### config.mk
export PLATFORM = sky130hd
export DESIGN_NAME = pointer_tracking_hash_table
export DESIGN_NICKNAME = d
export VERILOG_FILES = /design/src/hdl/pth_pkg.sv /design/src/hdl/pointer_tracking_hash_table.sv /design/src/hdl/pth_ram.sv /design/src/hdl/pth_front.sv /design/src/hdl/pth_fifo.sv /design/src/hdl/pth_engine.sv
export SDC_FILE = /design/constraint.sdc
export NUM_CORES = 2
export LEC_CHECK = 0
export BUFFER_PORTS_ARGS = -buffer_cell sky130_fd_sc_hd__buf_2
export CAP_MARGIN = 40
export CORE_ASPECT_RATIO = 1.75
export CORE_MARGIN = 5
export CORE_UTILIZATION = 39
export DETAILED_ROUTE_END_ITERATION = 12
export GPL_TIMING_DRIVEN = 0
export PLACE_DENSITY = 0.65
export SLEW_MARGIN = 20
export SYNTH_ARGS = -nofsm -noshare
export SYNTH_HDL_FRONTEND = slang
export SYNTH_SLANG_ARGS = --single-unit
### constraint.sdc
create_clock -name clk -period 8 [get_ports clk]
set_input_delay 1.6 -clock clk [delete_from_list [all_inputs] [get_ports clk]]
set_output_delay 1.6 -clock clk [all_outputs]
set_load 0.01 [all_outputs]
### src/hdl/pth_pkg.sv
// ----------------------------------------------------------------------------
// pth_pkg: shared types and codes for the pointer tracking hash table
// Action codes, slot states, status codes and the engine state type.
// ----------------------------------------------------------------------------
package pth_pkg;

  typedef enum logic [2:0] {
    OP_INSERT = 3'd0,
    OP_MARK   = 3'd1,
    OP_REMOVE = 3'd2,
    OP_SWEEP  = 3'd3,
    OP_CLEAR  = 3'd4,
    OP_NOP    = 3'd5
  } op_t;

  typedef enum logic [1:0] {
    SLOT_EMPTY = 2'd0,
    SLOT_LIVE  = 2'd1,
    SLOT_TOMB  = 2'd2
  } slot_state_t;

  localparam logic [1:0] STATUS_OK        = 2'd0;
  localparam logic [1:0] STATUS_NOT_FOUND = 2'd1;
  localparam logic [1:0] STATUS_FULL      = 2'd2;

  typedef enum logic [2:0] {
    E_IDLE,
    E_CLR,
    E_PCHK,
    E_DONE,
    E_SCNT,
    E_SSCAN,
    E_SNULL
  } eng_state_t;

  // Handshake bundle between the queue and the engine.
  typedef struct packed {
    logic valid;
    logic pop;
  } q_ctl_t;

endpackage

### src/hdl/pointer_tracking_hash_table.sv
// ----------------------------------------------------------------------------
// pointer_tracking_hash_table: tracked address table with mark and sweep
// Open addressed table of allocation addresses, linear probing, tombstones.
// ----------------------------------------------------------------------------
// Each input beat carries an action and a key. Slot state, mark and key live
// in one RAM entry per slot with a registered read. Insert, mark and remove
// take the beat from the queue while reading the home slot
// (key >> 3) mod TABLE_SLOTS, then visit the probe chain slot by slot and
// emit one result beat. Sweep makes two passes over the table (count, then
// free) and gives one result beat per freed key, or a single beat if none
// is freed, the final beat flagged by last; every beat of a sweep already
// reports the live count after the whole sweep. Clear runs a pass that
// empties every slot, then gives one beat; the same pass runs right after
// reset, so the first beat is taken from the queue only once that pass is
// done. Unknown actions give one beat. When TABLE_SLOTS is not a power of
// two the input stage reduces the key four bits per cycle before handing it
// off; a two entry queue lets that overlap with the engine. Results sit in
// an output register, so the engine keeps working until a beat is stalled.
// ----------------------------------------------------------------------------
module pointer_tracking_hash_table #(
  parameter int TABLE_SLOTS = 64,
  parameter int KEY_BITS    = 48
) (
  input  logic                             clk,
  input  logic                             rst,
  input  logic                             in_valid,
  output logic                             in_stall,
  input  logic [2:0]                       action,
  input  logic [KEY_BITS-1:0]              key,
  output logic                             out_valid,
  input  logic                             out_stall,
  output logic [1:0]                       status,
  output logic [$clog2(TABLE_SLOTS)-1:0]   slot,
  output logic                             freed_valid,
  output logic [KEY_BITS-1:0]              freed_key,
  output logic                             last,
  output logic [$clog2(TABLE_SLOTS+1)-1:0] live_count,
  output logic                             load_high
);
  import pth_pkg::*;

  localparam int QW = 3 + KEY_BITS + $clog2(TABLE_SLOTS);

  logic          q_full, push, q_ne, q_pop;
  logic [QW-1:0] push_data, q_head;
  q_ctl_t        q_ctl;

  pth_front #(.TABLE_SLOTS(TABLE_SLOTS), .KEY_BITS(KEY_BITS)) u_front (
    .clk       (clk),
    .rst       (rst),
    .in_valid  (in_valid),
    .in_stall  (in_stall),
    .action    (action),
    .key       (key),
    .q_full    (q_full),
    .push      (push),
    .push_data (push_data)
  );

  pth_fifo #(.WIDTH(QW)) u_queue (
    .clk       (clk),
    .rst       (rst),
    .push      (push),
    .push_data (push_data),
    .full      (q_full),
    .pop       (q_pop),
    .not_empty (q_ne),
    .head      (q_head)
  );

  assign q_ctl.valid = q_ne;
  assign q_ctl.pop   = q_pop;

  pth_engine #(.TABLE_SLOTS(TABLE_SLOTS), .KEY_BITS(KEY_BITS)) u_engine (
    .clk         (clk),
    .rst         (rst),
    .q_in        (q_ctl),
    .q_pop       (q_pop),
    .q_data      (q_head),
    .out_valid   (out_valid),
    .out_stall   (out_stall),
    .status      (status),
    .slot        (slot),
    .freed_valid (freed_valid),
    .freed_key   (freed_key),
    .last        (last),
    .live_count  (live_count),
    .load_high   (load_high)
  );

`ifndef ASSERT_OFF
  // live count can never pass the table size
  a_count_range: assert property (@(posedge clk) disable iff (rst)
    out_valid |-> (live_count <= ($clog2(TABLE_SLOTS+1))'(TABLE_SLOTS)))
    else $error("live_count above table size");

  // load flag agrees with the reported count
  a_load_flag: assert property (@(posedge clk) disable iff (rst)
    out_valid |-> (load_high == ((32'(live_count) * 4) > (3 * TABLE_SLOTS))))
    else $error("load_high inconsistent with live_count");

  // a freed key beat is always a successful sweep beat
  a_freed_ok: assert property (@(posedge clk) disable iff (rst)
    (out_valid && freed_valid) |-> (status == STATUS_OK))
    else $error("freed beat with error status");

  // queue pop only when an entry is present
  a_pop_ne: assert property (@(posedge clk) disable iff (rst)
    q_pop |-> q_ne)
    else $error("queue popped while empty");
`endif

endmodule

### src/hdl/pth_ram.sv
// ----------------------------------------------------------------------------
// pth_ram: generic simple dual port RAM
// One write port, one read port with registered read data.
// ----------------------------------------------------------------------------
module pth_ram #(
  parameter int WIDTH = 8,
  parameter int DEPTH = 16
) (
  input  logic                     clk,
  input  logic                     we,
  input  logic [$clog2(DEPTH)-1:0] waddr,
  input  logic [WIDTH-1:0]         wdata,
  input  logic                     re,
  input  logic [$clog2(DEPTH)-1:0] raddr,
  output logic [WIDTH-1:0]         rdata
);

  logic [WIDTH-1:0] mem [DEPTH];

  always_ff @(posedge clk) begin
    if (we) begin
      mem[waddr] <= wdata;
    end
    if (re) begin
      rdata <= mem[raddr];
    end
  end

endmodule

### src/hdl/pth_front.sv
// ----------------------------------------------------------------------------
// pth_front: input stage
// Accepts beats, maps the action to an op code and computes the home slot.
// ----------------------------------------------------------------------------
module pth_front #(
  parameter int TABLE_SLOTS = 64,
  parameter int KEY_BITS    = 48
) (
  input  logic                           clk,
  input  logic                           rst,
  input  logic                           in_valid,
  output logic                           in_stall,
  input  logic [2:0]                     action,
  input  logic [KEY_BITS-1:0]            key,
  input  logic                           q_full,
  output logic                           push,
  output logic [3+KEY_BITS+$clog2(TABLE_SLOTS)-1:0] push_data
);
  import pth_pkg::*;

  localparam int SW = $clog2(TABLE_SLOTS);
  localparam int DB = KEY_BITS - 3;
  localparam int ND = (DB + 3) / 4;
  localparam int PB = ND * 4;
  localparam int CB = $clog2(ND + 1);
  localparam int VW = SW + 4;
  localparam bit IS_POW2 = (TABLE_SLOTS == (1 << SW));
  localparam logic [VW-1:0] M1 = VW'(TABLE_SLOTS);
  localparam logic [VW-1:0] M2 = VW'(2 * TABLE_SLOTS);
  localparam logic [VW-1:0] M4 = VW'(4 * TABLE_SLOTS);
  localparam logic [VW-1:0] M8 = VW'(8 * TABLE_SLOTS);

  logic                busy;
  op_t                 op_h;
  logic [KEY_BITS-1:0] key_h;
  logic [SW-1:0]       rem;
  logic [PB-1:0]       dvd;
  logic [CB-1:0]       digits_left;
  logic [VW-1:0]       v0, v1, v2, v3, v4;
  op_t                 op_in;
  logic                acc;

  always_comb begin
    case (action)
      3'd0:    op_in = OP_INSERT;
      3'd1:    op_in = OP_MARK;
      3'd2:    op_in = OP_REMOVE;
      3'd3:    op_in = OP_SWEEP;
      3'd4:    op_in = OP_CLEAR;
      default: op_in = OP_NOP;
    endcase
  end

  assign in_stall = busy | q_full;
  assign acc      = in_valid & ~in_stall;

  // radix-16 reduction, four dividend bits per cycle, MSB first
  assign v0 = {rem, dvd[PB-1 -: 4]};
  assign v1 = (v0 >= M8) ? v0 - M8 : v0;
  assign v2 = (v1 >= M4) ? v1 - M4 : v1;
  assign v3 = (v2 >= M2) ? v2 - M2 : v2;
  assign v4 = (v3 >= M1) ? v3 - M1 : v3;

  always_comb begin
    push      = 1'b0;
    push_data = {op_h, key_h, rem};
    if (IS_POW2) begin
      push      = acc;
      push_data = {op_in, key, key[3 +: SW]};
    end else if (busy && digits_left == '0 && !q_full) begin
      push = 1'b1;
    end
  end

  always_ff @(posedge clk) begin
    if (rst) begin
      busy <= 1'b0;
    end else if (!IS_POW2) begin
      if (acc) begin
        busy        <= 1'b1;
        op_h        <= op_in;
        key_h       <= key;
        rem         <= '0;
        dvd         <= PB'(key[KEY_BITS-1:3]);
        digits_left <= CB'(ND);
      end else if (busy) begin
        if (digits_left != '0) begin
          rem         <= v4[SW-1:0];
          dvd         <= dvd << 4;
          digits_left <= digits_left - 1'b1;
        end else if (!q_full) begin
          busy <= 1'b0;
        end
      end
    end
  end

endmodule

### src/hdl/pth_fifo.sv
// ----------------------------------------------------------------------------
// pth_fifo: two entry queue
// Decouples the input stage from the table engine.
// ----------------------------------------------------------------------------
module pth_fifo #(
  parameter int WIDTH = 8
) (
  input  logic             clk,
  input  logic             rst,
  input  logic             push,
  input  logic [WIDTH-1:0] push_data,
  output logic             full,
  input  logic             pop,
  output logic             not_empty,
  output logic [WIDTH-1:0] head
);

  logic [WIDTH-1:0] mem [2];
  logic             wp;
  logic             rp;
  logic [1:0]       fill;

  assign full      = (fill == 2'd2);
  assign not_empty = (fill != 2'd0);
  assign head      = mem[rp];

  always_ff @(posedge clk) begin
    if (push) begin
      mem[wp] <= push_data;
    end
    if (rst) begin
      wp   <= 1'b0;
      rp   <= 1'b0;
      fill <= 2'd0;
    end else begin
      if (push) wp <= ~wp;
      if (pop) rp <= ~rp;
      fill <= fill + {1'b0, push} - {1'b0, pop};
    end
  end

endmodule

### src/hdl/pth_engine.sv
// ----------------------------------------------------------------------------
// pth_engine: table engine
// Probes, updates slot state and marks, runs sweeps and drives result beats.
// ----------------------------------------------------------------------------
module pth_engine #(
  parameter int TABLE_SLOTS = 64,
  parameter int KEY_BITS    = 48
) (
  input  logic                             clk,
  input  logic                             rst,
  input  pth_pkg::q_ctl_t                  q_in,
  output logic                             q_pop,
  input  logic [3+KEY_BITS+$clog2(TABLE_SLOTS)-1:0] q_data,
  output logic                             out_valid,
  input  logic                             out_stall,
  output logic [1:0]                       status,
  output logic [$clog2(TABLE_SLOTS)-1:0]   slot,
  output logic                             freed_valid,
  output logic [KEY_BITS-1:0]              freed_key,
  output logic                             last,
  output logic [$clog2(TABLE_SLOTS+1)-1:0] live_count,
  output logic                             load_high
);
  import pth_pkg::*;

  localparam int SW = $clog2(TABLE_SLOTS);
  localparam int CW = $clog2(TABLE_SLOTS + 1);
  localparam int EW = 3 + KEY_BITS;
  localparam logic [SW-1:0] LAST_SLOT = SW'(TABLE_SLOTS - 1);
  localparam logic [CW+1:0] LOAD_LIM  = (CW+2)'(3 * TABLE_SLOTS);

  eng_state_t          state, state_next;
  logic [CW-1:0]       cnt, cnt_next;
  op_t                 op, q_op;
  logic [KEY_BITS-1:0] key_r;
  logic [SW-1:0]       cur, steps, free_idx, fidx, q_home;
  logic                free_ok, found;
  logic [CW-1:0]       nfree, rem;
  logic                none_freed;
  logic [CW-1:0]       nfree_tot;

  logic                take, emit, adv, rd_en, we;
  logic [SW-1:0]       cur_inc, raddr, waddr;
  logic [EW-1:0]       rdata, wdata;
  slot_state_t         r_st;
  logic                r_mk;
  logic [KEY_BITS-1:0] r_key;
  logic                key_hit, sweep_hit;

  logic [1:0]          e_status;
  logic [SW-1:0]       e_slot;
  logic                e_fv, e_last;

  // slot entry: {state, mark, key}
  assign take      = ~out_valid | ~out_stall;
  assign cur_inc   = (cur == LAST_SLOT) ? '0 : cur + 1'b1;
  assign q_op      = op_t'(q_data[3+KEY_BITS+SW-1 -: 3]);
  assign q_home    = (q_op inside {OP_SWEEP, OP_CLEAR}) ? '0 : q_data[SW-1:0];
  assign r_st      = slot_state_t'(rdata[EW-1 -: 2]);
  assign r_mk      = rdata[KEY_BITS];
  assign r_key     = rdata[KEY_BITS-1:0];
  assign key_hit   = (r_st == SLOT_LIVE) & (r_key == key_r);
  assign sweep_hit = (r_st == SLOT_LIVE) & ~r_mk;
  assign nfree_tot = nfree + CW'(sweep_hit);
  assign q_pop     = (state == E_IDLE) & q_in.valid;

  pth_ram #(.WIDTH(EW), .DEPTH(TABLE_SLOTS)) u_slots (
    .clk   (clk),
    .we    (we),
    .waddr (waddr),
    .wdata (wdata),
    .re    (rd_en),
    .raddr (raddr),
    .rdata (rdata)
  );

  always_comb begin
    state_next = state;
    rd_en      = 1'b0;
    raddr      = cur_inc;
    adv        = 1'b0;
    we         = 1'b0;
    waddr      = cur;
    wdata      = {SLOT_EMPTY, 1'b0, {KEY_BITS{1'b0}}};
    emit       = 1'b0;
    e_status   = STATUS_OK;
    e_slot     = '0;
    e_fv       = 1'b0;
    e_last     = 1'b1;
    cnt_next   = cnt;
    case (state)
      E_IDLE: begin
        if (q_in.valid) begin
          rd_en = 1'b1;
          raddr = q_home;
          case (q_op)
            OP_INSERT, OP_MARK, OP_REMOVE: state_next = E_PCHK;
            OP_SWEEP:                      state_next = E_SCNT;
            OP_CLEAR:                      state_next = E_CLR;
            default:                       state_next = E_DONE;
          endcase
        end
      end
      E_CLR: begin
        we  = 1'b1;
        adv = 1'b1;
        if (cur == LAST_SLOT) begin
          state_next = (op == OP_CLEAR) ? E_DONE : E_IDLE;
        end
      end
      E_PCHK: begin
        if (key_hit || r_st == SLOT_EMPTY || steps == LAST_SLOT) begin
          state_next = E_DONE;
        end else begin
          rd_en = 1'b1;
          adv   = 1'b1;
        end
      end
      E_DONE: begin
        if (take) begin
          emit       = 1'b1;
          state_next = E_IDLE;
          case (op)
            OP_INSERT: begin
              if (found) begin
                e_slot = fidx;
                we     = 1'b1;
                waddr  = fidx;
                wdata  = {SLOT_LIVE, 1'b0, key_r};
              end else if (free_ok) begin
                e_slot   = free_idx;
                we       = 1'b1;
                waddr    = free_idx;
                wdata    = {SLOT_LIVE, 1'b0, key_r};
                cnt_next = cnt + 1'b1;
              end else begin
                e_status = STATUS_FULL;
              end
            end
            OP_MARK: begin
              if (found) begin
                e_slot = fidx;
                we     = 1'b1;
                waddr  = fidx;
                wdata  = {SLOT_LIVE, 1'b1, key_r};
              end else begin
                e_status = STATUS_NOT_FOUND;
              end
            end
            OP_REMOVE: begin
              if (found) begin
                e_slot   = fidx;
                we       = 1'b1;
                waddr    = fidx;
                wdata    = {SLOT_TOMB, 1'b0, key_r};
                cnt_next = cnt - 1'b1;
              end else begin
                e_status = STATUS_NOT_FOUND;
              end
            end
            OP_CLEAR: cnt_next = '0;
            default:  cnt_next = cnt;
          endcase
        end
      end
      E_SCNT: begin
        rd_en = 1'b1;
        adv   = 1'b1;
        if (cur == LAST_SLOT) begin
          cnt_next   = cnt - nfree_tot;
          state_next = E_SSCAN;
        end
      end
      E_SSCAN: begin
        if (sweep_hit) begin
          // unmarked entry: free it as soon as the output register is open
          if (take) begin
            emit   = 1'b1;
            e_slot = cur;
            e_fv   = 1'b1;
            e_last = (rem == CW'(1));
            we     = 1'b1;
            wdata  = {SLOT_TOMB, 1'b0, r_key};
            adv    = 1'b1;
            rd_en  = (cur != LAST_SLOT);
            if (cur == LAST_SLOT) state_next = E_IDLE;
          end
        end else begin
          if (r_st == SLOT_LIVE) begin
            we    = 1'b1;
            wdata = {SLOT_LIVE, 1'b0, r_key};
          end
          adv   = 1'b1;
          rd_en = (cur != LAST_SLOT);
          if (cur == LAST_SLOT) state_next = none_freed ? E_SNULL : E_IDLE;
        end
      end
      E_SNULL: begin
        if (take) begin
          emit       = 1'b1;
          state_next = E_IDLE;
        end
      end
      default: state_next = E_IDLE;
    endcase
  end

  always_ff @(posedge clk) begin
    if (rst) begin
      state <= E_CLR;
    end else begin
      state <= state_next;
    end
  end

  always_ff @(posedge clk) begin
    if (rst) begin
      cnt       <= '0;
      out_valid <= 1'b0;
    end else begin
      cnt <= cnt_next;
      if (emit) begin
        out_valid <= 1'b1;
      end else if (!out_stall) begin
        out_valid <= 1'b0;
      end
    end
  end

  always_ff @(posedge clk) begin
    if (rst) begin
      cur <= '0;
      op  <= OP_NOP;
    end else begin
      if (q_pop) begin
        op      <= q_op;
        key_r   <= q_data[SW +: KEY_BITS];
        cur     <= q_home;
        steps   <= '0;
        free_ok <= 1'b0;
        found   <= 1'b0;
        nfree   <= '0;
      end else if (adv) begin
        cur <= cur_inc;
      end
      case (state)
        E_PCHK: begin
          if (key_hit) begin
            found <= 1'b1;
            fidx  <= cur;
          end else if (r_st != SLOT_LIVE && op == OP_INSERT && !free_ok) begin
            free_idx <= cur;
            free_ok  <= 1'b1;
          end
          if (adv) steps <= steps + 1'b1;
        end
        E_SCNT: begin
          nfree <= nfree_tot;
          if (cur == LAST_SLOT) begin
            rem        <= nfree_tot;
            none_freed <= (nfree_tot == '0);
          end
        end
        E_SSCAN: begin
          if (sweep_hit && take) rem <= rem - 1'b1;
        end
        default: ;
      endcase
    end
    if (emit) begin
      status      <= e_status;
      slot        <= e_slot;
      freed_valid <= e_fv;
      freed_key   <= e_fv ? r_key : '0;
      last        <= e_last;
      live_count  <= cnt_next;
      load_high   <= ({cnt_next, 2'b00} > LOAD_LIM);
    end
  end

endmodule

==> impl_results.md <==
- Nets: 10900
- Setup Buffers After CTS: 0
- Largest net degree at the start of global routing: 65
- Initial antenna violation count: 78
- Die Footprint: 377000 µm²
- H-tree Lvls: 5
- Highest-count cells in the layout ignoring fill and taps: 3566 x edfxtp_1, 2465 x nand2_1, 819 x nand3_1
- Die height: 808 µm
- Area Overhead vs Synth: 16.7%
- Final hold vios: 0
- Pre-antenna DRT Iters: 8
- Worst hold path depth: 2
- Clock latency on the worst-skew pair: 0.94 ns
- GRT Residual Overflow: 0
- Core Region: 363000 µm²
- DR WL/cell: 33.7 µm
- Status: finished, final reports clean
- CTS tree: done
- Die Width: 466 µm
- Final ANT Viol Nets: 0
- Vias in the first global route: 91500
- Yosys cell types: 76
- Layout cells sized above 1: around an eighth
- Fin worst setup slack: 1.13 ns
- Post-Place Worst Slack: between 1 and 1.5 ns
- Minimum clock period: ~6.9 ns
- Peak VDD IR: 0.000307 V
- Post-synthesis instance total: 10100
- Via count: 94900
- FF-to-FF setup slack: 1.13 ns
- Hold Path Class: flop to flop
- Area of the mapped netlist: 142000 µm²
- Max frequency: 146 MHz
- Sequential area share after synthesis: between 70% and 80%
- Number of cell rows: 293
- Yosys Warn Count: 0
- Initial drt markers: around 13000
- Seq cells post-synth: 3591
- WP data required: approximately 8.6 ns
- Ports: 123
- Final Slew Violations: 0
- CTS Hold Buffers Added: 0
- Final Power: 66.1 mW
- Wirelength, routed: 538 mm
- Crit path launch type: flop
- Mean Syn Cell Area: 14.1 µm²
- I/O Buffers: 121
- CTS root buffer: clkbuf_16
- Final setup viols: 0
- Vias per std cell: 5.94
- # resized after CTS: 0
- Initial Util: 39.1%
- Total CTS buffers: 299
- Worst Max-Slew Pin Slew: 1.07 ns
- Pwr dens: 399 nW/µm²
- WP data arrival: 7.50 ns
- Reg clk slew, reported paths: 0.07 ns
- Slew headroom: between 20% and 30%
- # DRC: 0
- Syn Nets: 10100
- Critical path class: flop to flop
- GRT Total Usage: 27.9%
- Commonest non-fill, non-tap cell in the layout: edfxtp_1
- RR Endpoint: u_engine.u_slots.rdata[46]
- Max Cap Violations: 0
- First-pass GRT wire length: 730 mm
- RSZ-0062 raised after global routing: false
- Clock Skew: 0.0697 ns
- Number of synthesized flops with an enable pin: 3566
- Worst setup EP type: flop
- Post-synth top flop: edfxtp_1
- DP HPWL: 386 mm
- HP Start: u_queue.rp
- Gp weighted congestion: 1.00
- Clk buf depth: 4
- Worst r2r path cells: 14
- Sink Count: between 3000 and 4000
- Static Leak: ~54 nW
- Fin crit share: 85.9%
- CP Max Fanout: 10
- Ys async rst share: 0%
logic make-up (layout without fill, tap and decap cells):
logic type | count (synthesis) | count (layout) | synth area share, %
multiplexers | 421 | 421 | 3.02
AND/OR/NAND/NOR | 3759 | 3759 | 11.1
XOR/XNOR | 65 | 65 | 0.401
buffers and inverters | 675 | 1671 | 2.21
other | 0 | 47 | 0
adder cells (fa/ha/maj) | 19 | 19 | 0.166
flip-flops | 3591 | 3591 | 75.7
AO/OA/AOI/OAI | 1528 | 1528 | 7.37
synthesized netlist by cell type (45+ instances only):
master,instances,area [µm²]
edfxtp_1,3566,107000
nand2_1,2467,9260
nand3_1,819,4100
a21oi_1,550,2750
mux2i_1,373,3730
clkbuf_1,266,998
buf_2,262,1310
a31oi_1,205,1280
nor2_1,183,687
a221o_1,177,1770
o21ai_0,135,676
nor3_1,132,661
a2111oi_0,90,788
a32oi_1,64,561
buf_1,53,199
and2_1,52,325
buf_4,52,390
a22o_1,49,429
and3_1,48,300
o221ai_1,46,403
a221oi_1,45,394
mux2_2,45,507
metal layers:
layer	vias up	GRT usage (%)	wire (µm)	part of all wire (%)
met1	46900	27.7	157000	29
met4	36	26.4	65300	12
met5	-	0	252	0.047
li1	39500	-	-	-
met2	6505	46.9	262000	49
met3	1960	7.50	53900	10
worst max-delay path by stage:
stage / from / to / slack, ns
global route: flop / u_engine.u_slots.rdata[21] / 1.44
floorplan: out_stall / u_engine.u_slots.mem[0][49] / 1.05
detailed placement: flop / u_engine.u_slots.rdata[43] / 1.47
CTS: flop / u_engine.u_slots.rdata[43] / 1.44
global placement: out_stall / u_engine.u_slots.mem[30][49] / -5.76
finish: flop / u_engine.u_slots.rdata[46] / 1.13
sequential cells by signal, summed over array words and instances (netlist names), 2 cells and up, named ones only:
register	count
u_engine.cnt	7
u_engine.cur	6
u_engine.fidx	6
u_engine.free_idx	6
u_engine.freed_key	48
u_engine.key_r	48
u_engine.live_count	7
u_engine.nfree	7
u_engine.op	3
u_engine.rem	7
u_engine.slot	6
u_engine.state	3
u_engine.status	2
u_engine.steps	6
u_engine.u_slots.mem	3264
u_engine.u_slots.rdata	51
u_queue.fill	2
u_queue.mem	102
metrics by stage:
stage,cells,hold WS [ns],area [µm²],setup TNS (ns),utilization [%]
after floorplan,10100,0.481,142000,0,-
after global placement,15000,0.495,149000,-4832.79,40.9
after detailed placement,15400,0.515,156000,0,42.9
after CTS,15900,0.533,165000,0,45.5
after global routing,15900,0.555,166000,0,45.6
final,16000,0.527,166000,0,45.6
area by class of cell:
type                       instances  area, µm²
antenna                           47        118
inverter                          32        120
timing repair buffer             472       6770
multi-input combinational       5792      32500
clock inverter                   153       1610
tap                             4867       6090
sequential                      3591     108000
buffer                           643       3040
clock buffer                     371       7910
fill                           31500     198000
worst max-delay path, stage by stage (launching register included):
cell and delay (ns):
dfxtp_1 0.32, buf_6 0.14, buf_2 0.31, mux2i_1 0.74, inv_1 0.39, nand4_1 0.40, nand2_1 0.26, nand2_2 0.49
clkbuf_1 0.73, buf_2 0.67, a31oi_1 0.32, nor3_1 0.80, a21oi_1 0.14, buf_4 0.24, nor3_1 0.57
where the power goes:
| group | internal (mW) | switching (mW) |
|---|---|---|
| clock | 8.04 | 6.88 |
| combinational | 7.35 | 21.7 |
| sequential | 21.8 | 0.352 |
(Power assumes the default switching activity.)
